**config.mk**
```make
export PLATFORM = sky130hd
export DESIGN_NAME = sobel_cfg_regs_flat
export DESIGN_NICKNAME = d
export VERILOG_FILES = /design/src/hw/rtl/sobel_pkg.sv /design/src/hw/rtl/sobel_ifs.sv /design/src/hw/rtl/sobel_cfg_regs.sv /design/src/flat_wrapper.sv
export SDC_FILE = /design/constraint.sdc
export NUM_CORES = 1
export LEC_CHECK = 0
export BUFFER_PORTS_ARGS = -buffer_cell sky130_fd_sc_hd__buf_2
export CAP_MARGIN = 20
export CORE_AREA = 2 2 115 73
export DETAILED_ROUTE_END_ITERATION = 16
export DIE_AREA = 0 0 117 75
export PLACE_DENSITY = 0.49
export SLEW_MARGIN = 25
export SYNTH_ARGS = -nofsm -noshare
export SYNTH_HDL_FRONTEND = slang
export SYNTH_SLANG_ARGS = --single-unit
```
**constraint.sdc**
```tcl
create_clock -name clk -period 2.5 [get_ports clk]
set_input_delay 0.25 -clock clk [delete_from_list [all_inputs] [get_ports clk]]
set_output_delay 0.25 -clock clk [all_outputs]
set_load 0.01 [all_outputs]
```
**src/hw/rtl/sobel_pkg.sv**
```systemverilog
// Package for the streaming Sobel edge detector.
// Holds frame limits, register reset values, register index codes and shared structs.
// No dependencies.
package sobel_pkg;

  localparam int MAX_WIDTH  = 1024;
  localparam int MAX_HEIGHT = 4096;

  localparam int PIX_W    = 8;
  localparam int COL_W    = $clog2(MAX_WIDTH);
  localparam int ROW_W    = $clog2(MAX_HEIGHT);
  localparam int CWIDTH_W = 11;
  localparam int CHEIGHT_W = 13;
  localparam int THR_W    = 21;
  localparam int CFG_DATA_W = 21;
  localparam int GRAD_W   = 11;
  localparam int SQ_W     = 20;

  localparam logic [CWIDTH_W-1:0]  WIDTH_RESET  = CWIDTH_W'(1024);
  localparam logic [CHEIGHT_W-1:0] HEIGHT_RESET = CHEIGHT_W'(768);
  localparam logic [THR_W-1:0]     THR_RESET    = THR_W'(5852);

  typedef enum logic [1:0] {
    CFG_IMAGE_WIDTH  = 2'd0,
    CFG_IMAGE_HEIGHT = 2'd1,
    CFG_THRESHOLD_SQ = 2'd2
  } cfg_index_t;

  typedef struct packed {
    logic [COL_W-1:0] width_m1;
    logic [ROW_W-1:0] height_m1;
  } frame_dims_t;

  typedef struct packed {
    logic             emit;
    logic             last_of_frame;
    logic [COL_W-1:0] center_col;
    logic [ROW_W-1:0] center_row;
  } pix_meta_t;

endpackage

```
**src/hw/rtl/sobel_ifs.sv**
```systemverilog


interface sobel_cfg_if import sobel_pkg::*; ();
  logic                  valid;
  logic                  ready;
  cfg_index_t            index;
  logic [CFG_DATA_W-1:0] data;

  modport source (output valid, output index, output data, input ready);
  modport sink   (input valid, input index, input data, output ready);
endinterface

```
**src/hw/rtl/sobel_cfg_regs.sv**
```systemverilog
// Configuration registers and clamped frame dimensions.
// Depends on sobel_pkg and sobel_cfg_if.
module sobel_cfg_regs import sobel_pkg::*; (
  input  logic              clk,
  input  logic              rst,
  sobel_cfg_if.sink         cfg,
  output frame_dims_t       dims,
  output logic [THR_W-1:0]  threshold_sq
);

  logic [CWIDTH_W-1:0]  image_width;
  logic [CHEIGHT_W-1:0] image_height;
  logic [CWIDTH_W-1:0]  width_eff;
  logic [CHEIGHT_W-1:0] height_eff;

  assign cfg.ready = 1'b1;

  always_ff @(posedge clk) begin
    if (rst) begin
      image_width  <= WIDTH_RESET;
      image_height <= HEIGHT_RESET;
      threshold_sq <= THR_RESET;
    end else if (cfg.valid) begin
      case (cfg.index)
        CFG_IMAGE_WIDTH:  image_width  <= cfg.data[CWIDTH_W-1:0];
        CFG_IMAGE_HEIGHT: image_height <= cfg.data[CHEIGHT_W-1:0];
        CFG_THRESHOLD_SQ: threshold_sq <= cfg.data[THR_W-1:0];
        default: ;
      endcase
    end
  end

  always_comb begin
    if (image_width < CWIDTH_W'(3)) begin
      width_eff = CWIDTH_W'(3);
    end else if (image_width > CWIDTH_W'(MAX_WIDTH)) begin
      width_eff = CWIDTH_W'(MAX_WIDTH);
    end else begin
      width_eff = image_width;
    end
    if (image_height < CHEIGHT_W'(3)) begin
      height_eff = CHEIGHT_W'(3);
    end else if (image_height > CHEIGHT_W'(MAX_HEIGHT)) begin
      height_eff = CHEIGHT_W'(MAX_HEIGHT);
    end else begin
      height_eff = image_height;
    end
  end

  assign dims.width_m1  = COL_W'(width_eff - CWIDTH_W'(1));
  assign dims.height_m1 = ROW_W'(height_eff - CHEIGHT_W'(1));

endmodule

```
**src/flat_wrapper.sv**
```systemverilog
// flat-port wrapper written by rule: the top's interface ports become plain ports
module sobel_cfg_regs_flat import sobel_pkg::*;
  (clk, rst, dims, threshold_sq, cfg_valid, cfg_index, cfg_data, cfg_ready);
  sobel_cfg_if cfg_i ();
  input  logic clk;
  input  logic rst;
  output frame_dims_t dims;
  output logic [THR_W-1:0] threshold_sq;
  input wire logic [$bits(cfg_i.valid)-1:0] cfg_valid;
  input wire logic [$bits(cfg_i.index)-1:0] cfg_index;
  input wire logic [$bits(cfg_i.data)-1:0] cfg_data;
  output wire logic [$bits(cfg_i.ready)-1:0] cfg_ready;
  assign cfg_i.valid = cfg_valid;
  assign cfg_i.index = cfg_index;
  assign cfg_i.data = cfg_data;
  assign cfg_ready = cfg_i.ready;
  sobel_cfg_regs u_core (.clk(clk), .rst(rst), .cfg(cfg_i), .dims(dims), .threshold_sq(threshold_sq));
endmodule
```
Yosys cells after proc, flatten, opt, wreduce, memory -nomap -nowiden. Cells that the tools add are included.

Flip-flop bits (word level): 45. Bits of input ports: 26. Output and inout bits: 44. Word-level logic and storage cells: 19.

Add/subtract/negate cells: 2. $lt $le $gt $ge: 4. Equal/unequal tests: 2. Mux-type cells: 4. Reduce and logical (&&, ||, !) cells: 4.

Operators by type and width (count): two-way mux 12 bit (2); two-way mux 10 bit (2); > comparator 13 bit, second input constant (1); less-than comparator 13 x 2 -> 1 bit, second input constant (1); subtractor 12 x 1 -> 12 bit, second input constant (1); > comparator 11 bit, second input constant (1); less-than comparator 11 x 2 -> 1 bit, second input constant (1); subtractor 10 x 1 -> 10 bit, second input constant (1); AND reduction 2 bit (3); equality test 2 x 1 -> 1 bit, second input constant (1); equality test 2 bit, second input constant (1); logical NOT 2 bit (1).

Depth between registers and ports, before layout.
Word-level depth: 4. Gate-level depth with buffers: 10. Gate-level depth less buffers: 8.

Worst setup path before layout. Ideal clock, no wire load.

Path kind: flip-flop to output port. From: reg u_core.image_height[9]. To: out dims[8] (netlist name). Arrival time: 2.396 ns. Data required time: 2.250 ns. Setup slack: -0.146 ns. Stages on the path, launching flop included: 10. Cell sequence: dfxtp_1 -> nor3_1 -> and3_1 -> o21ai_0 -> ha_1 -> buf_2 -> or4b_4 -> nor2_1 -> xnor2_1 -> a21oi_1.

RTL lines: start: declaration (line sobel_cfg_regs.sv:12) `logic [CHEIGHT_W-1:0] image_height;`; start signal: assignment (line sobel_cfg_regs.sv:26) `CFG_IMAGE_HEIGHT: image_height <= cfg.data[CHEIGHT_W-1:0];`; end: declaration (line flat_wrapper.sv:7) `output frame_dims_t dims;`.

==> flow_summary_export.csv <==
group,metric,value,unit
run_status,status,"complete, but fails checks",
run_status,violations,"negative setup slack",
worst_setup_path,cp-start-kind,"flop",
drt,drt-total-wl,6.81,mm
sta,slew_violations,0,
placement,dpl-instance-area,2800,um2
sta,finalWorstSetupSlack,-32.4,ps
grt,grt_use_total,0.163,
drt,drt-initial-drc-count,96,
clock_tree,clk_path_buf_depth,2,
cells_and_area,fin_area,3130,um2
cells_and_area,seqCellArea,920,um2
synthesis,post_synth.cell_area_avg,7.74,um2
synthesis,synth-seq-cells,45,
grt,overflow,0,
floorplanning,initial_core_util,0.294,
worst_setup_path,path_max_fanout,4,
floorplanning,die_w,117,um
placement,gp_congestion,0.843,
synthesis,synthesis.area,2250,um2
sta,setup_viol,2,
cells_and_area,layout_commonest_cell,"nand2_1",
floorplanning,die_h,75,um
sta,fmax,395,MHz
synthesis,async_flop_share,0,
placement,io_buffers,68,
cells_and_area,syn2layout_area_growth,39.2,%
sta,holdWs,198,ps
drt,antenna_left,0,
synthesis,synth.net_count,319,
floorplanning,pin_count,70,
clock_tree,clock_sinks,45,
sta,min_period_over_period,1.01,
sta,rsz0062_at_grt,"true",
sta,tightest_slew,777,ps
grt,grt_max_degree,46,
grt,grt_antenna_before_repair,0,
sta,min_period,2530,ps
drt,drc_errors,0,
synthesis,ys.flop_type,"dfxtp_1",
clock_tree,clock_tree.root_cell,"clkbuf_16",
sta,slew_headroom,0.482,
clock_tree,clock_latency,290,ps
worst_setup_path,critPathArrivalTime,2280,ps
synthesis,synth_cells,291,
cells_and_area,multi_input_area,1360,um2
min_path,hold_path_class,"primary input to flop",
cells_and_area,fillers,783,
power,p_per_area,608,nW/um2
floorplanning,dieArea,8780,um2
sta,skew,0,ps
placement,post-dp-hpwl,5.06,mm
floorplanning,fp-row-count,25,
worst_setup_path,required,2250,ps
drt,firstDrtPassIters,4,
synthesis,synth_seq_area_share,0.400,
clock_tree,clk_pin_slew,60,ps
cells_and_area,num-nets-final,403,
grt,first_global_vias,2093,
drt,vias,2313,
flow_run,maxCapViolations,0,
worst_setup_path,cp-end-kind,"primary output",
grt,grt_pass1_wl,11.0,mm
placement,pre_cts_ws,68.1,ps
sta,hold_violations,0,
worst_setup_path,criticalPathCategory,"flop to primary output",
synthesis,synth_edf_count,0,
power,ir_drop,0.243,mV
cells_and_area,drive_gt1_frac,0.356,
drt,vias_per_cell,4.78,
cells_and_area,diodes,0,
clock_tree,cts_tree,"done",
power,leakage,0.00131,uW
clock_tree,cts_buffers,5,
synthesis,ys_warn_count,0,
clock_tree,htreeDepth,2,
cells_and_area,final_cell_mix,"nand2_1 (81), buf_2 (68), dfxtp_1 (36)",
floorplanning,core_area,7660,um2
synthesis,synthDistinctLibCells,47,
drt,drt-wirelength-per-cell,14.1,um
flip-flops by register name, indices dropped and copies added (netlist names):
signal / flops
u_core.image_height: 13
u_core.image_width: 11
u_core.threshold_sq: 21
per-stage QoR:
stage	utilization	total power [uW]	std cells	TNS, ps
after floorplan	-	979	291	0
after detailed placement	0.366	1110	470	0
after global placement	0.366	1110	470	0
after CTS	0.398	1910	481	-110
final	0.409	1910	484	-37.9
after global routing	0.409	2000	484	-278
final cells by class:
cell class | count | area share
clock buffer | 7 | 0.0455
clock inverter | 1 | 0.00958
inverter | 4 | 0.00479
multi-input combinational | 226 | 0.435
sequential | 45 | 0.293
tap | 108 | 0.0431
timing repair buffer | 93 | 0.168
cell families (layout without fill, tap and decap cells):
family / count (synthesis) / count (layout) / synth area share
AOI/OAI and AO/OA: 59 / 59 / 0.160
xor gates and xnor gates: 6 / 6 / 0.0233
adders and majority gates: 2 / 2 / 0.0111
buffers and inverters: 20 / 105 / 0.0395
DFF: 45 / 45 / 0.400
muxes: 11 / 11 / 0.0489
other: 1 / 1 / 0.00167
and+or+nand+nor: 147 / 147 / 0.315
worst paths after layout:
kind                                             from                              endpoint  slack (ps)  cells past startpoint
setup / recovery  u_core.image_height[8]$_SDFFE_PP1P_                              dims[10]         -30                      9
hold / removal                           cfg_data[19]  u_core.threshold_sq[19]$_SDFFE_PP0P_         200                      3
setup reg to reg  u_core.image_width[10]$_SDFFE_PP1P_   u_core.image_width[10]$_SDFFE_PP1P_        1340                      3
hold reg to reg   u_core.threshold_sq[0]$_SDFFE_PP0P_   u_core.threshold_sq[0]$_SDFFE_PP0P_         460                      2
Yosys cell counts (3+ instances only):
cell type  instances  area [um2]
inv_1              3        11.3
o211ai_1           3        22.5
xnor2_1            4        35.0
nor2_1            24        90.1
or3_1              4        25.0
mux2i_1           11         110
nand3b_1          14         105
nor2b_1            3        18.8
nor3_1             5        25.0
nand3_1            3        15.0
nand2_1           81         304
o21ai_0           12        60.1
a21oi_1           28         140
dfxtp_1           45         901
clkbuf_1          12        45.0
timing repair:
item                                    CTS  global route
gates resized for setup                  21            15
buffers inserted                          3             3
hold buffers                              0             0
pin swaps                                 7             5
endpoints found under the setup margin    3             6
routing by layer:
layer | global-route usage | up-vias | wire (um)
met3 | 0.0572 | 9 | 519
met4 | 0.0379 | 0 | 55
met2 | 0.213 | 75 | 2610
met5 | 0 | - | 0
met1 | 0.251 | 1068 | 3620
li1 | - | 1161 | -
where the power goes:
group	switching (uW)	internal [uW]	leakage, uW
registers	22.7	743	0.000371
clock network	277	500	0.0000841
logic	198	165	0.000851
critical path, stage by stage (launching register included):
cell and delay [ps]:
dfxtp_1 380, nor4_4 50, and3_4 180, o21ai_2 130, ha_2 200, or4b_4 500, nor4_4 170, xnor2_1 170
a21oi_2 70, buf_2 140
Power figures use the tool's default switching activity.
