==> config.mk <==
export PLATFORM = sky130hd
export DESIGN_NAME = sobel_grad_flat
export DESIGN_NICKNAME = d
export VERILOG_FILES = /design/src/hw/rtl/sobel_pkg.sv /design/src/hw/rtl/sobel_ifs.sv /design/src/hw/rtl/sobel_grad.sv /design/src/flat_wrapper.sv
export SDC_FILE = /design/constraint.sdc
export NUM_CORES = 1
export LEC_CHECK = 0
export ABC_AREA = 1
export ABC_CLOCK_PERIOD_IN_PS = 6250
export BUFFER_PORTS_ARGS = -buffer_cell sky130_fd_sc_hd__buf_2
export CAP_MARGIN = 20
export CORE_UTILIZATION = 30
export CTS_BUF_LIST = sky130_fd_sc_hd__clkbuf_8
export DETAILED_ROUTE_END_ITERATION = 16
export SYNTH_ARGS = -nofsm -noshare
export SYNTH_HDL_FRONTEND = slang
export SYNTH_SLANG_ARGS = --single-unit
==> constraint.sdc <==
create_clock -name clk -period 6.25 [get_ports clk]
set_input_delay 0.9375 -clock clk [delete_from_list [all_inputs] [get_ports clk]]
set_output_delay 0.9375 -clock clk [all_outputs]
set_load 0.05 [all_outputs]
==> src/hw/rtl/sobel_pkg.sv <==
// Package for the streaming Sobel edge detector.
// Holds frame limits, register reset values, register index codes and shared structs.
// No dependencies.
package sobel_pkg;

  localparam int MAX_WIDTH  = 1024;
  localparam int MAX_HEIGHT = 4096;

  localparam int PIX_W    = 8;
  localparam int COL_W    = $clog2(MAX_WIDTH);
  localparam int ROW_W    = $clog2(MAX_HEIGHT);
  localparam int CWIDTH_W = 11;
  localparam int CHEIGHT_W = 13;
  localparam int THR_W    = 21;
  localparam int CFG_DATA_W = 21;
  localparam int GRAD_W   = 11;
  localparam int SQ_W     = 20;

  localparam logic [CWIDTH_W-1:0]  WIDTH_RESET  = CWIDTH_W'(1024);
  localparam logic [CHEIGHT_W-1:0] HEIGHT_RESET = CHEIGHT_W'(768);
  localparam logic [THR_W-1:0]     THR_RESET    = THR_W'(5852);

  typedef enum logic [1:0] {
    CFG_IMAGE_WIDTH  = 2'd0,
    CFG_IMAGE_HEIGHT = 2'd1,
    CFG_THRESHOLD_SQ = 2'd2
  } cfg_index_t;

  typedef struct packed {
    logic [COL_W-1:0] width_m1;
    logic [ROW_W-1:0] height_m1;
  } frame_dims_t;

  typedef struct packed {
    logic             emit;
    logic             last_of_frame;
    logic [COL_W-1:0] center_col;
    logic [ROW_W-1:0] center_row;
  } pix_meta_t;

endpackage

==> src/hw/rtl/sobel_ifs.sv <==


interface sobel_res_if import sobel_pkg::*; ();
  logic             valid;
  logic             ready;
  logic             edge_res;
  logic [COL_W-1:0] center_col;
  logic [ROW_W-1:0] center_row;
  logic             last_of_frame;

  modport source (output valid, output edge_res, output center_col, output center_row,
                  output last_of_frame, input ready);
  modport sink   (input valid, input edge_res, input center_col, input center_row,
                  input last_of_frame, output ready);
endinterface


==> src/hw/rtl/sobel_grad.sv <==
// 3x3 window, Sobel sums, squared magnitude, threshold compare and result register.
// Depends on sobel_pkg and sobel_res_if.
module sobel_grad import sobel_pkg::*; (
  input  logic             clk,
  input  logic             rst,
  input  logic             en,
  input  logic             s1_valid,
  input  logic [PIX_W-1:0] s1_pixel,
  input  logic [PIX_W-1:0] top,
  input  logic [PIX_W-1:0] mid,
  input  pix_meta_t        s1_meta,
  input  logic [THR_W-1:0] threshold_sq,
  sobel_res_if.source      res
);

  // [row*3 + col], row 0 oldest line, col 2 newest
  logic [PIX_W-1:0] window_regs [9];

  logic             s2_valid, s3_valid, s4_valid;
  pix_meta_t        s2_meta, s3_meta, s4_meta;

  logic [PIX_W+1:0] gx_pos, gx_neg, gy_pos, gy_neg;
  logic signed [GRAD_W-1:0] gx, gy;
  logic signed [2*GRAD_W-1:0] gx_prod, gy_prod;
  logic [SQ_W-1:0]  gx_sq, gy_sq;
  logic [THR_W-1:0] mag;

  always_comb begin
    gx_pos = {2'b00, window_regs[2]} + {1'b0, window_regs[5], 1'b0} + {2'b00, window_regs[8]};
    gx_neg = {2'b00, window_regs[0]} + {1'b0, window_regs[3], 1'b0} + {2'b00, window_regs[6]};
    gy_pos = {2'b00, window_regs[6]} + {1'b0, window_regs[7], 1'b0} + {2'b00, window_regs[8]};
    gy_neg = {2'b00, window_regs[0]} + {1'b0, window_regs[1], 1'b0} + {2'b00, window_regs[2]};
    gx_prod = (2*GRAD_W)'(gx) * (2*GRAD_W)'(gx);
    gy_prod = (2*GRAD_W)'(gy) * (2*GRAD_W)'(gy);
    mag = {1'b0, gx_sq} + {1'b0, gy_sq};
  end

  always_ff @(posedge clk) begin
    if (rst) begin
      s2_valid  <= 1'b0;
      s3_valid  <= 1'b0;
      s4_valid  <= 1'b0;
      res.valid <= 1'b0;
    end else if (en) begin
      s2_valid  <= s1_valid && s1_meta.emit;
      s3_valid  <= s2_valid;
      s4_valid  <= s3_valid;
      res.valid <= s4_valid;
    end
  end

  always_ff @(posedge clk) begin
    if (en) begin
      if (s1_valid) begin
        for (int i = 0; i < 3; i++) begin
          window_regs[i*3]   <= window_regs[i*3+1];
          window_regs[i*3+1] <= window_regs[i*3+2];
        end
        window_regs[2] <= top;
        window_regs[5] <= mid;
        window_regs[8] <= s1_pixel;
      end
      s2_meta <= s1_meta;
      gx      <= signed'({1'b0, gx_pos}) - signed'({1'b0, gx_neg});
      gy      <= signed'({1'b0, gy_pos}) - signed'({1'b0, gy_neg});
      s3_meta <= s2_meta;
      gx_sq   <= gx_prod[SQ_W-1:0];
      gy_sq   <= gy_prod[SQ_W-1:0];
      s4_meta <= s3_meta;
      res.edge_res      <= (mag > threshold_sq);
      res.center_col    <= s4_meta.center_col;
      res.center_row    <= s4_meta.center_row;
      res.last_of_frame <= s4_meta.last_of_frame;
    end
  end

endmodule
==> src/flat_wrapper.sv <==
// flat-port wrapper written by rule: the top's interface ports become plain ports
module sobel_grad_flat import sobel_pkg::*;
  (clk, rst, en, s1_valid, s1_pixel, top, mid, s1_meta, threshold_sq, res_valid, res_edge_res, res_center_col, res_center_row, res_last_of_frame, res_ready);
  sobel_res_if res_i ();
  input  logic clk;
  input  logic rst;
  input  logic en;
  input  logic s1_valid;
  input  logic [PIX_W-1:0] s1_pixel;
  input  logic [PIX_W-1:0] top;
  input  logic [PIX_W-1:0] mid;
  input  pix_meta_t s1_meta;
  input  logic [THR_W-1:0] threshold_sq;
  output wire logic [$bits(res_i.valid)-1:0] res_valid;
  output wire logic [$bits(res_i.edge_res)-1:0] res_edge_res;
  output wire logic [$bits(res_i.center_col)-1:0] res_center_col;
  output wire logic [$bits(res_i.center_row)-1:0] res_center_row;
  output wire logic [$bits(res_i.last_of_frame)-1:0] res_last_of_frame;
  input wire logic [$bits(res_i.ready)-1:0] res_ready;
  assign res_valid = res_i.valid;
  assign res_edge_res = res_i.edge_res;
  assign res_center_col = res_i.center_col;
  assign res_center_row = res_i.center_row;
  assign res_last_of_frame = res_i.last_of_frame;
  assign res_i.ready = res_ready;
  sobel_grad u_core (.clk(clk), .rst(rst), .en(en), .s1_valid(s1_valid), .s1_pixel(s1_pixel), .top(top), .mid(mid), .s1_meta(s1_meta), .threshold_sq(threshold_sq), .res(res_i));
endmodule
# == After elaboration in Yosys (flattened, before gate mapping) ==
# Memories as Yosys holds them, arrays and structs flattened.
# Index checks and enable logic that the tools add are counted.
# W data, S select, Z words.
# totals
ff_bits,159
mem_bits_rw,72
input_bits,74
output_inout_bits,25
word_cells,40
memories,1
# memory_table
memory,depth,word_bits,read_ports,rd_clocked_by_memory_dff,write_ports,line_no,rtl
u_core.window_regs,9,8,9,0,9,sobel_grad.sv:17,logic [PIX_W-1:0] window_regs [9];
# classes
add_sub_neg,11
mul,2
magnitude_cmp,1
n_mux,3
n_reduce_logical,1
# op_table
cell,count
$add A10 B8 Y10,4
$add A8 B9 Y10,4
$mul A11 B11 Y20,2
$sub A10 B10 Y11,2
$add A20 B20 Y21,1
$gt A21 B21 Y1,1
$mux W1,3
$logic_and A1 B1 Y1,1

# == Depth between registers and ports, before layout ==
# Gate-level depths: netlist (run 1).
# depth
ltp_word,3
mapped_depth,24
mapped_depth_nobuf,24

# == Worst setup path after synthesis (run 1) ==
# Ideal clock, no wire load.
# synth_timing
path_kind,register to register
start,register u_core.gx[10]
end,register u_core.gx_sq[19] (data pin)
setup_time_ns,0.252
arrival_time_ns,4.524
setup_slack_ns,1.474
path_stages_with_launch,20
n_path_buf,1
path_cell_list,edfxtp_1 clkbuf_1 nand2_1 inv_1 fa_1 inv_1 fa_1 fa_1 inv_1 fa_1 inv_1 fa_1 inv_1 ha_1 nand2_1 nor3_1 and2_1 a21oi_1 nand3_1 nand2_1
# synth_between
elab_chain_len,1
# synth_rtl
item,line_no,rtl
"start, declared",sobel_grad.sv:23,"logic signed [GRAD_W-1:0] gx, gy;"
"start signal, assigned",sobel_grad.sv:64,"gx <= signed'({1'b0, gx_pos}) - signed'({1'b0, gx_neg});"
$mul A11 B11 Y20,sobel_grad.sv:33,gx_prod = (2*GRAD_W)'(gx) * (2*GRAD_W)'(gx);
net u_core.gx_prod[19],sobel_grad.sv:24,"logic signed [2*GRAD_W-1:0] gx_prod, gy_prod;"
"end signal, assigned",sobel_grad.sv:67,gx_sq <= gx_prod[SQ_W-1:0];
"end, declared",sobel_grad.sv:25,"logic [SQ_W-1:0] gx_sq, gy_sq;"
# The timed path passes the listed nets, and every way through them passes these cells.
# A chain may end at the register's enable or synchronous reset.

# == Worst setup path after layout (run 1) ==
# layout_timing
start,register u_core.gy[2]
end,register u_core.gy_sq[18] (data pin)
# layout_between
elab_chain_len,1
# layout_rtl
item,line_no,rtl
"start, declared",sobel_grad.sv:23,
"start signal, assigned",sobel_grad.sv:65,"gy <= signed'({1'b0, gy_pos}) - signed'({1'b0, gy_neg});"
$mul A11 B11 Y20,sobel_grad.sv:34,gy_prod = (2*GRAD_W)'(gy) * (2*GRAD_W)'(gy);
net u_core.gy_prod[18],sobel_grad.sv:24,
"end signal, assigned",sobel_grad.sv:68,gy_sq <= gy_prod[SQ_W-1:0];
"end, declared",sobel_grad.sv:25,
# The timed path passes the listed nets, and every way through them passes these cells.

==> out/summary.md, run 1 <==
The run finished with clean final reports. The commonest cells after synthesis are inv_1, nand2_1, fa_1. Counting every net in the synthesized netlist gives 2293.

Per-cell via count in the routed design: 4.21. The first TritonRoute pass finished after 5 iterations. The mean instance size in the synthesized netlist is 10.4 um^2.

The share of the clock period used by the worst path after layout is 84.0%. After synthesis, the largest area contributor takes up 35.7% of total cell area. Setup violations remaining at the end of the flow were counted as 0. For the mapped cell area, the log shows 18900 um^2. Data on the critical path is required at its endpoint by 6520 ps. The run gives 0.814 as the final estimated routing congestion in global placement.

At the placement stage, the worst setup path has a slack of 1020 ps. The actual transition at the worst max-transition pin is 1010 ps, and the highest attainable clock frequency is 0.191 GHz. The worst path meets setup with 1000 ps of slack. In this run, post-CTS hold repair placed 0 buffers. The share of the synthesized area in compound gates (AO/OA/AOI/OAI) is 3.98%, and the placement row count is 91. After synthesis, the largest family of logic cells by area is adder cells.

For the number of max-cap violations, the log shows 0. Across all layers, the routed design uses 11800 vias. inv_1 is the most common cell in the netlist.

Setup repair after global routing left no endpoint under its margin. The die span in y was 253 um; the DRC violation count after routing was 0. The predominant post-synthesis flop cell was edfxtp_1. For this block, the initial DRC count from the detailed router was 433.

The clock passes through at most 3 buffers. The clock arrives with 25.5 ps of skew. The average routed wire per standard cell is 12.6 um, and the total negative slack for setup checks is 0 ps.

The initial standard-cell utilization of the core was 30.5%. The post-layout minimum cycle time was 5250 ps. Of the total synthesized cell area, the portion taken by XOR and XNOR cells is 2.87%. For the total setup buffers inserted after CTS, the log shows 0. Data on the critical path arrives at its endpoint at 5520 ps. Relative to the synthesized area, the layout overhead comes to 11.4%. After synthesis, flip-flops and latches occupy 36.1% of the total area.

The class of the tightest hold or removal check was reg2reg. Post-CTS repair changed the size of 0 cells. Entering global routing, the biggest net connects 84 pins. The tools report the clock tree root buffer cell as clkbuf_8.

After clock tree synthesis, the clock-pin slew on the worst setup and hold paths is 60 ps. The horizontal die dimension is 253 um, and the maximum net fanout on the critical path is 13. In this run the standard cell core region covers 62100 um^2. For the detailed placer's ending HPWL, the log shows 28.8 mm. For this run the aggregate overflow at the end of global routing stands at 0.

For the H-tree depth reported by CTS, the log shows 2. The die covers 64100 um^2. The run gives 0 as the final number of max-transition violations. The worst setup path is captured at a flop. TritonCTS built the clock tree.

The run gives 3 as the number of antenna violations at the first check in global routing. Of all flip-flops after synthesis, the portion carrying an async set or reset was 0%. Summed over all instances, the cell type with the most area after synthesis is edfxtp_1.

The via count of the first global-routing pass was 12900; the share of final-layout standard cells stronger than drive strength 1 was 8.59%. In this run, distinct cell masters in the synthesized netlist total 35. The worst setup path is of the reg2reg kind.

The clock network latency to the later pin of the worst-skew pair was 560 ps; the register bit count reported by yosys was 229. Headroom to the max-slew limit came out at 32.9%. The TritonCTS buffer count came out at 39. The kind of start point of the critical path is a flop. The number of buffers added on ports was 97. Summing the areas of all fa, ha and maj instances in the mapped netlist gives 36.2% of the synthesized area. The tools report the number of inserted filler cells in the final layout as 6251.

Area share of and/or/nand/nor cells after synthesis: 10.6%. The wire length of the first global-routing pass was 60.7 mm. After synthesis, the cell types taking the most area are edfxtp_1, fa_1, inv_1. The synthesized design contains 225 enable-type register cells.

Total of warnings raised by yosys: 0. For this run, the total global-route usage over all layers was measured as 11.6%. The number of hold violations in the final report came out at 0. 99 I/O pins were placed. The detail route stage leaves a number of antenna-violating nets equal to 0. The portion of netlist area occupied by mux cells was 0%; the number of sinks driven by the clock tree was 229.

In the synthesized netlist, the number of instances is 1823. At the end of the flow, the number of nets in the layout was 2409. The routed design has 35.3 mm of wire.
==> state kept, by name (all words and copies together), names as in the netlist <==
name,count
u_core.window_regs,72
u_core.s2_meta,23
u_core.s3_meta,23
u_core.s4_meta,23
u_core.gx_sq,19
u_core.gy_sq,19
u_core.res.center_row,12
u_core.gx,11
u_core.gy,11
u_core.res.center_col,10
u_core.res.edge_res,1
u_core.res.last_of_frame,1
u_core.res.valid,1
u_core.s2_valid,1
u_core.s3_valid,1
u_core.s4_valid,1
==> cell usage in the layout, fill, tap and decap left out, types with 4 or more instances in the layout <==
cell type,synthesis,layout
nand3b_1,5,5
a21oi_1,75,75
inv_1,490,498
xor2_1,45,45
nor3_1,11,11
clkinvlp_4,0,4
ha_1,144,144
nand3_1,42,42
nor2_1,77,77
nand2_1,321,321
o21ai_0,23,23
dfxtp_1,4,4
edfxtp_1,225,225
a21o_1,8,8
buf_2,0,96
nand4_1,12,12
nand2_2,6,6
fa_1,252,252
o21bai_1,7,7
a21oi_2,4,4
xnor2_1,17,17
clkinv_1,0,12
clkbuf_8,0,39
o21ai_1,5,5
==> final timing paths <==
kind	from	to	slack, ps	cells past startpoint
max	u_core.gy[2]	u_core.gy_sq[18]	1000	16
min	u_core.window_regs[0][35]	u_core.window_regs[0][27]	420	0
max reg2reg	u_core.gy[2]	u_core.gy_sq[18]	1000	16
min reg2reg	u_core.window_regs[0][35]	u_core.window_regs[0][27]	420	0
==> cells by family (layout without fill, tap and decap cells) <==
| logic type | after synthesis | after routing |
|---|---|---|
| compound gates | 133 | 133 |
| xor+xnor | 62 | 62 |
| fa+ha+maj | 396 | 396 |
| buf+inv | 515 | 659 |
| flops | 229 | 229 |
| other cells | 0 | 1 |
| simple gates | 488 | 488 |
==> worst max-delay path: stages (launching register included) <==
cell and delay, ps:
edfxtp_1 780, nand2_1 250, fa_1 690, inv_1 130
fa_1 490, inv_1 50, fa_1 530, inv_1 50
fa_1 490, fa_1 420, ha_1 370, a21oi_1 200
o21ai_0 110, a21oi_1 170, nand2_1 70, nand2_1 60
nand2_1 90
==> layer usage <==
layer	routed length, um	track usage (%)
met5	26	0
met4	579	2.87
met3	1490	2.33
met2	16800	20.1
met1	16400	14.9
==> per-stage QoR <==
stage,utilization [%],std cells,cell area (um^2),hold slack [ps]
5_1_grt,33.9,2805,21100,412
2_1_floorplan,-,1823,18900,400
3_3_place_gp,32.8,2735,20400,401
6_report,33.9,2805,21100,416
4_1_cts,33.9,2804,21100,407
3_5_place_dp,32.8,2735,20400,405
==> area by class of cell <==
type / count / area (um^2) / share of cell area, %
clock inverters: 30 / 144 / 0.683
clock buffers: 39 / 537 / 2.55
repair buffers: 100 / 514 / 2.44
flip-flops and latches: 229 / 6840 / 32.5
inverters: 490 / 1840 / 8.73
multi-input cells: 1079 / 10100 / 48.2
well taps: 837 / 1050 / 4.97
diodes: 1 / 2.50 / 0.0119
Power of run 1 is left out: the tool's default activity adds up to more than one toggle a clock period on the data nets, which glitch-free logic cannot reach.
==> run 2, diff against run 1 <==
- ABC_CLOCK_PERIOD_IN_PS: 6250 -> 4900
- clock period: 6.25 -> 4.9 ns (I/O delays scaled with it)
==> run 2 against run 1 <==
  * Via count rose by 3.8%
  * Non-clock buffer count rose by 105
  * Core utilization rose by 2.0 points
  * Clock-buffer cell count did not move
  * Wire length rose by 1.7%
  * Register-to-register slack got worse by 830 ps
  * Clock skew fell by 7.6 ps
  * Critical path type unchanged
  * Largest cell class unchanged
==> out/summary.md, run 2 (synthesis gave the netlist of run 1 again) <==
The logs give 0 for the number of failing setup endpoints in the final timing report and 30.5% for the initial standard-cell utilization of the core. After floorplanning, the core was divided into 91 placement rows. The data arrival time of the critical path came out at 5030 ps.

For the count of TritonRoute iterations in the first routing pass, the log shows 5. The most common cell after layout, fill and taps aside was inv_1. During I/O placement, the number of pins put on the boundary was 99. The clock passes through at most 3 buffers. After detailed routing, the wire length on met1 is 16.3 mm. TritonCTS buffer count: 39.

The detail route stage leaves a number of antenna-violating nets equal to 0. The tools report the largest net degree at the start of global routing as 99. After detailed routing, the average wire length per cell comes to 12.4 um.

For the number of antenna violations at the first check in global routing, the log shows 2. The path class of the tightest hold or removal check is in2reg. The logs give 0 for the remaining global-route overflow and 35.9 mm for the wire length reported by the detailed router. The routed design could run at a clock period as short as 4730 ps. The routed layout has 12200 vias. The floorplan step set the die width to 253 um. The post-route netlist has 17.6% of its cells at a drive strength greater than 1.

The tools report the die outline area as 64100 um^2. The tree is rooted in a clkbuf_8. The wire length of the first global-routing pass was 61.2 mm. TritonCTS built the clock tree. The routed design uses 17.3 mm of met2 wire. CTS built an H-tree with a depth of 2. Routability-driven placement finished with a final weighted congestion of 0.826.

The die span in y works out to 253 um. The run gives 0 as the number of hold violations in the final report. The number of flip-flops under the largest register name was 72. Number of buffers added on ports: 97. After detailed routing, no signal wire sits above met5. Derived from the worst setup path, the maximum achievable clock frequency is 0.212 GHz.

The multi-input logic area was 10500 um^2. The maximum net fanout on the critical path was 7; the number of inserted filler cells in the final layout was 6151. DRC marker count from the first detailed-route iteration: 521. Among the stages of the critical path, the cell type that occurs most often is fa_1. The share of the clock period used by the worst path after layout is 96.5%. The global-route usage over all layers was 11.7%. The endpoint required time on the critical path came out at 5200 ps. The detailed placer's ending HPWL was 29.5 mm; the layout-stage area growth over the synthesis result was 18.1%. The slowest stage cell on the critical path is fa_2. The actual transition at the worst max-transition pin is 822 ps. The post-cts hold buffer count came out at 0.

The run finished with clean final reports. The clock tree skew after final layout was 17.9 ps. Type of the setup path with the least slack: reg2reg. The clock slew seen by the registers of the worst setup and hold paths came out at 60 ps. STA classifies the critical path startpoint as a flop. The number of buffer and inverter instances along the worst setup path was 2. The run gives 0 as the final number of max-transition violations. The logs give 0 for the final antenna diode count and 13100 for the via count of the first global-routing pass.

The run gives 560 ps as the clock network latency to the later pin of the worst-skew pair. The nature of the critical path endpoint is a flop. Register bank with the most flops: u_core.window_regs.

Walking the worst path, the cells encountered are nand2_2 > fa_2 > inv_1 > fa_1 > fa_1 > fa_1 > fa_1 > ha_2 > a21oi_2 > a21boi_2 > nand3_2 > xor2_2 > buf_4. The library cells used most frequently in the layout, excluding fill and tap cells, are inv_1, nand2_1, fa_1. Clock tree synthesis found a total of 229 sinks.

For the number of max-cap violations, the log shows 0. The normalized max-slew margin came out at 45.2%. The logs give 36.0% for the post-route core utilization and 0 ps for the total negative slack for setup checks. The area of all sequential standard cells is 6840 um^2. Dividing the detail-routed via count by the number of cells gives 4.22. The region available for standard cell placement spans 62100 um^2.

In the routed design, unresolved DRC markers number 0. At the end of the flow, the number of nets in the layout was 2514. For the routed length on met3, the log shows 1.65 mm.

Cell family contributing the most delay on the critical path: adder cells. In this design, the stage delay of the slowest critical-path cell is 620 ps.
==> run 2: area by class of cell <==
class,instances,area share [%]
clock buffers,39,2.40
clock inverters,24,0.936
inverters,490,8.25
multi-input cells,1079,47.1
flip-flops and latches,229,30.6
well taps,837,4.69
repair buffers,205,5.97
==> run 2: timing repair <==
item,CTS,global route
pin swaps,0,25
resized for setup,1,107
setup endpoints to repair,7,18
buffers inserted,6,26
==> run 2: path summary, 6_finish.rpt <==
check / start / to / slack (ps) / cells past startpoint
worst max-delay path: u_core.gy[10] / u_core.gy_sq[16] / 170 / 13
worst min-delay path: s1_meta[17] / u_core.s2_meta[17] / 350 / 1
worst max register to register: u_core.gy[10] / u_core.gy_sq[16] / 170 / 13
worst min register to register: u_core.s2_meta[4] / u_core.s3_meta[4] / 410 / 0
==> run 2: layer usage <==
layer  global-route usage (%)  vias to the layer above
met5                        0                        -
met4                     2.74                        2
met3                     2.24                       53
met2                     20.1                      218
met1                     15.0                     5940
li1                         -                     6036
==> run 2: metrics by stage <==
stage / cell area [um^2] / setup slack [ps] / cells / hold slack [ps]
final: 22300 / 172 / 2903 / 345
after floorplan: 18900 / 124 / 1823 / 400
after global placement: 20900 / -7.21 / 2808 / 400
after detailed placement: 20900 / -40.1 / 2808 / 405
after global routing: 22300 / -41.4 / 2903 / 299
after CTS: 21700 / 4.92 / 2877 / 298
Power of run 2 is left out for the same reason.
==> run 3, diff against run 2 <==
- ABC_AREA: 1 -> 0
- CTS_BUF_LIST: sky130_fd_sc_hd__clkbuf_8 -> sky130_fd_sc_hd__clkbuf_8 sky130_fd_sc_hd__clkbuf_16
==> run 3 against run 2 <==
  * The flow now finishes with violations (negative setup slack)
  * Wire length is 7.8% lower
  * Fmax is 5.0% lower
  * Non-clock buffer count is 41 higher
  * Flip-flop and latch count stayed put
  * Global-route usage is 0.48 points lower
  * Synthesized area is 5.2% lower
  * Hold slack better by 13 ps
  * Via count is 13% lower
  * Critical path depth is 2 higher
  * Clock-buffer cell count is 14 lower
==> out/summary.md, run 3 <==
Routability-driven placement finished with a final weighted congestion of 0.827. 99 I/O pins were placed. STA classifies the critical path endpoint as a flop. The post-layout minimum cycle time was 4980 ps; the data arrival time of the critical path was 5330 ps.

The mean instance size in the synthesized netlist is 12.3 um^2. Counting flops and latches in the post-synthesis netlist gives 229. The register with the most flip-flops in the final layout is u_core.window_regs. The logs give 34.7% for the normalized max-slew margin and 0 for the remaining global-route overflow. The tools report the wire length reported by the detailed router as 33.1 mm. The final number of max-transition violations is 0. Cell occurring most often along the worst timing path: fa_1. Global routing consumed, over all layers together, 11.2% of the routing resources. Share of final-layout standard cells stronger than drive strength 1: 23.1%. The placement row count was 89; the number of max-cap violations was 0. The signal on the critical path passes through nand2_2 > buf_4 > buf_4 > fa_2 > inv_2 > fa_1 > fa_1 > fa_1 > fa_1 > ha_2 > or3_4 > o31ai_4 > buf_6 > nand4b_1 > o211ai_1. Class of the tightest hold or removal check: in2reg.

Entering global routing, the biggest net connects 82 pins. The DRC violation count after routing came out at 0. The clock tree root buffer cell was clkbuf_16. The average routed wire per standard cell is 13.2 um, and the number of hold violations in the final report is 0. The share of synthesized area in the top cell type comes to 37.7%. In this run the standard cell core region covers 59000 um^2. The via count of the first global-routing pass was 11500.

Once detailed placement completed, the half-perimeter wirelength came to 27.0 mm. The biggest area contributor in the post-synthesis netlist is edfxtp_1. The run gives -75.3 ps as the worst-case setup margin in the final layout. Setup violations remaining at the end of the flow were counted as 4. Setup repair after global routing could not meet its margin everywhere. Number of enable flip-flop cells after synthesis: 225.

In the synthesized netlist the async set-or-reset flop fraction comes to 0%. The slowest stage cell on the critical path was fa_2. The register with the most flip-flops in the layout has 72 of them. The highest attainable clock frequency is 0.201 GHz, and the instance area at placement is 20300 um^2. Counting both buffers and inverters, the worst setup path holds a total of 4. The run gives 0 as the final antenna diode count.

In the layout the commonest cells are inv_1, fa_1, edfxtp_1. In this design, the stage delay of the slowest critical-path cell is 590 ps. The most used flip-flop cell after synthesis is edfxtp_1. For the count of TritonRoute iterations in the first routing pass, the log shows 4.

The mapped netlist covers 17900 um^2. The tools report the count of antenna-violating nets left after detailed routing as 0. The number of antenna violations at the first check in global routing is 0, and the layout-stage area growth over the synthesis result is 21.5%. For the H-tree depth reported by CTS, the log shows 1.

The filler cells instantiated in the layout total 5704. Counting along the longest clock path gives a buffer depth of 3. The number of vias after detailed routing was 10600; the per-cell via count in the routed design was 4.23. The count of nets after finishing is 2184. TritonCTS created 25 clock buffers.

The number of buffers added on ports is 97, and the horizontal die dimension is 246 um. The first global-routing pass estimated 55.2 mm of wire. The share of the clock period used by the worst path after layout came out at 102%. The total of warnings raised by yosys is 0. Counting every sink on the clock net gives 229. The run gives 0 as the post-cts hold buffer count. The clock slew seen by the registers of the worst setup and hold paths came out at 60 ps. Synthesis produced a netlist with a net count of 1930.

The worst setup path is launched from a flop. The number of library cell types mapped by synthesis came out at 51. The cell family contributing the most delay on the critical path was adder cells.

At the worst endpoint, the required time is 5250 ps. For this run, the register share of the synthesized area comes to 38.1%. For the final routed database, the setup TNS stands at -215 ps. Ranked by instance count, the synthesized netlist is headed by inv_1, fa_1, edfxtp_1. Once layout is done, the placed cells without fillers occupy 21800 um^2. The type of the setup path with the least slack is reg2reg. DRC marker count from the first detailed-route iteration: 292.

Measured along the y axis, the die boundary spans 246 um. The clock tree skew after final layout was 12.3 ps. Ranked by total cell area, the synthesized netlist is headed by edfxtp_1, fa_1, ha_1. The post-route core utilization was 36.9%; the actual transition at the worst max-transition pin was 980 ps.

The initial standard-cell utilization of the core is 30.4%, and the clock network latency to the later pin of the worst-skew pair is 550 ps. For the gate count after technology mapping, the log shows 1460. The checks that failed: negative setup slack.

The flow ran to the end, but the final reports show violations. TritonCTS built the clock tree. Leaving out fill and tap cells, the most frequent cell in the layout is inv_1. inv_1 is the most common cell in the netlist. Along the worst path, the maximum fanout reaches 8. The die covers 60700 um^2.
-- run 3: changes by cell type after synthesis, moves of 19 or more --
cell / change
nand2_1: -266
inv_1: -134
and2_1: +51
xnor2_1: +49
nand3_1: -39
a21oi_1: -35
xor2_1: -28
nor2b_1: +19
-- run 3: path summary, 6_finish.rpt --
check                    start                  endpoint  slack (ps)  depth (start not counted)
max              u_core.gy[10]          u_core.gy_sq[18]         -80                         15
min                 s1_meta[0]         u_core.s2_meta[0]         360                          1
max reg2reg      u_core.gy[10]          u_core.gy_sq[18]         -80                         15
min reg2reg  u_core.s4_meta[7]  u_core.res.center_row[7]         420                          0
-- run 3: logic make-up (layout without fill, tap and decap cells) --
kind of cell	count (synthesis)	in the layout	share of synthesized area, %
adders and majority gates	396	396	38.2
AOI/OAI and AO/OA	132	132	4.78
xor gates and xnor gates	83	83	4.05
buffers and inverters	376	649	7.87
muxes	5	5	0.286
and+or+nand+nor	239	239	6.68
DFF	229	229	38.1
-- run 3: cell type report --
class / count / area [um^2] / area share (%)
Timing Repair Buffer: 246 / 1660 / 7.63
Clock buffer: 25 / 626 / 2.87
Tap cell: 773 / 967 / 4.44
Inverter: 357 / 1340 / 6.15
Sequential cell: 229 / 6840 / 31.4
Multi-Input combinational cell: 855 / 10100 / 46.6
Clock inverter: 21 / 205 / 0.942
-- run 3: metal layers --
| layer | GRT usage, % | up-vias | part of all wire, % |
|---|---|---|---|
| met5 | 0 | - | 0 |
| met4 | 2.29 | 0 | 2.0 |
| met3 | 1.75 | 44 | 3.3 |
| met2 | 19.3 | 135 | 49 |
| met1 | 14.7 | 5285 | 46 |
| li1 | - | 5145 | - |
-- run 3: what timing repair did --
| action | 4_1_cts | 5_1_grt |
|---|---|---|
| pin swaps | 26 | 51 |
| endpoints found under the hold margin | 0 | 0 |
| setup endpoints to repair | 9 | 13 |
| buffers inserted | 10 | 21 |
| gates resized for setup | 40 | 87 |
-- run 3: worst reg2reg max path: stages (launching register included) --
cell and delay, ps:
edfxtp_1 560, nand2_2 120, buf_4 150, buf_4 130
fa_2 590, inv_2 80, fa_1 550, fa_1 440
fa_1 510, fa_1 420, ha_2 200, or3_4 380
o31ai_4 270, buf_6 140, nand4b_1 90, o211ai_1 160
-- run 3: per-stage QoR --
step | hold WS [ps] | instances | setup slack, ps
floorplan | 400 | 1460 | 0.380
global placement | 400 | 2431 | -62.5
detailed placement | 405 | 2431 | -143
finish | 359 | 2506 | -75.3
CTS | 320 | 2487 | -56.9
global route | 330 | 2506 | -245
Power of run 3 is left out for the same reason.
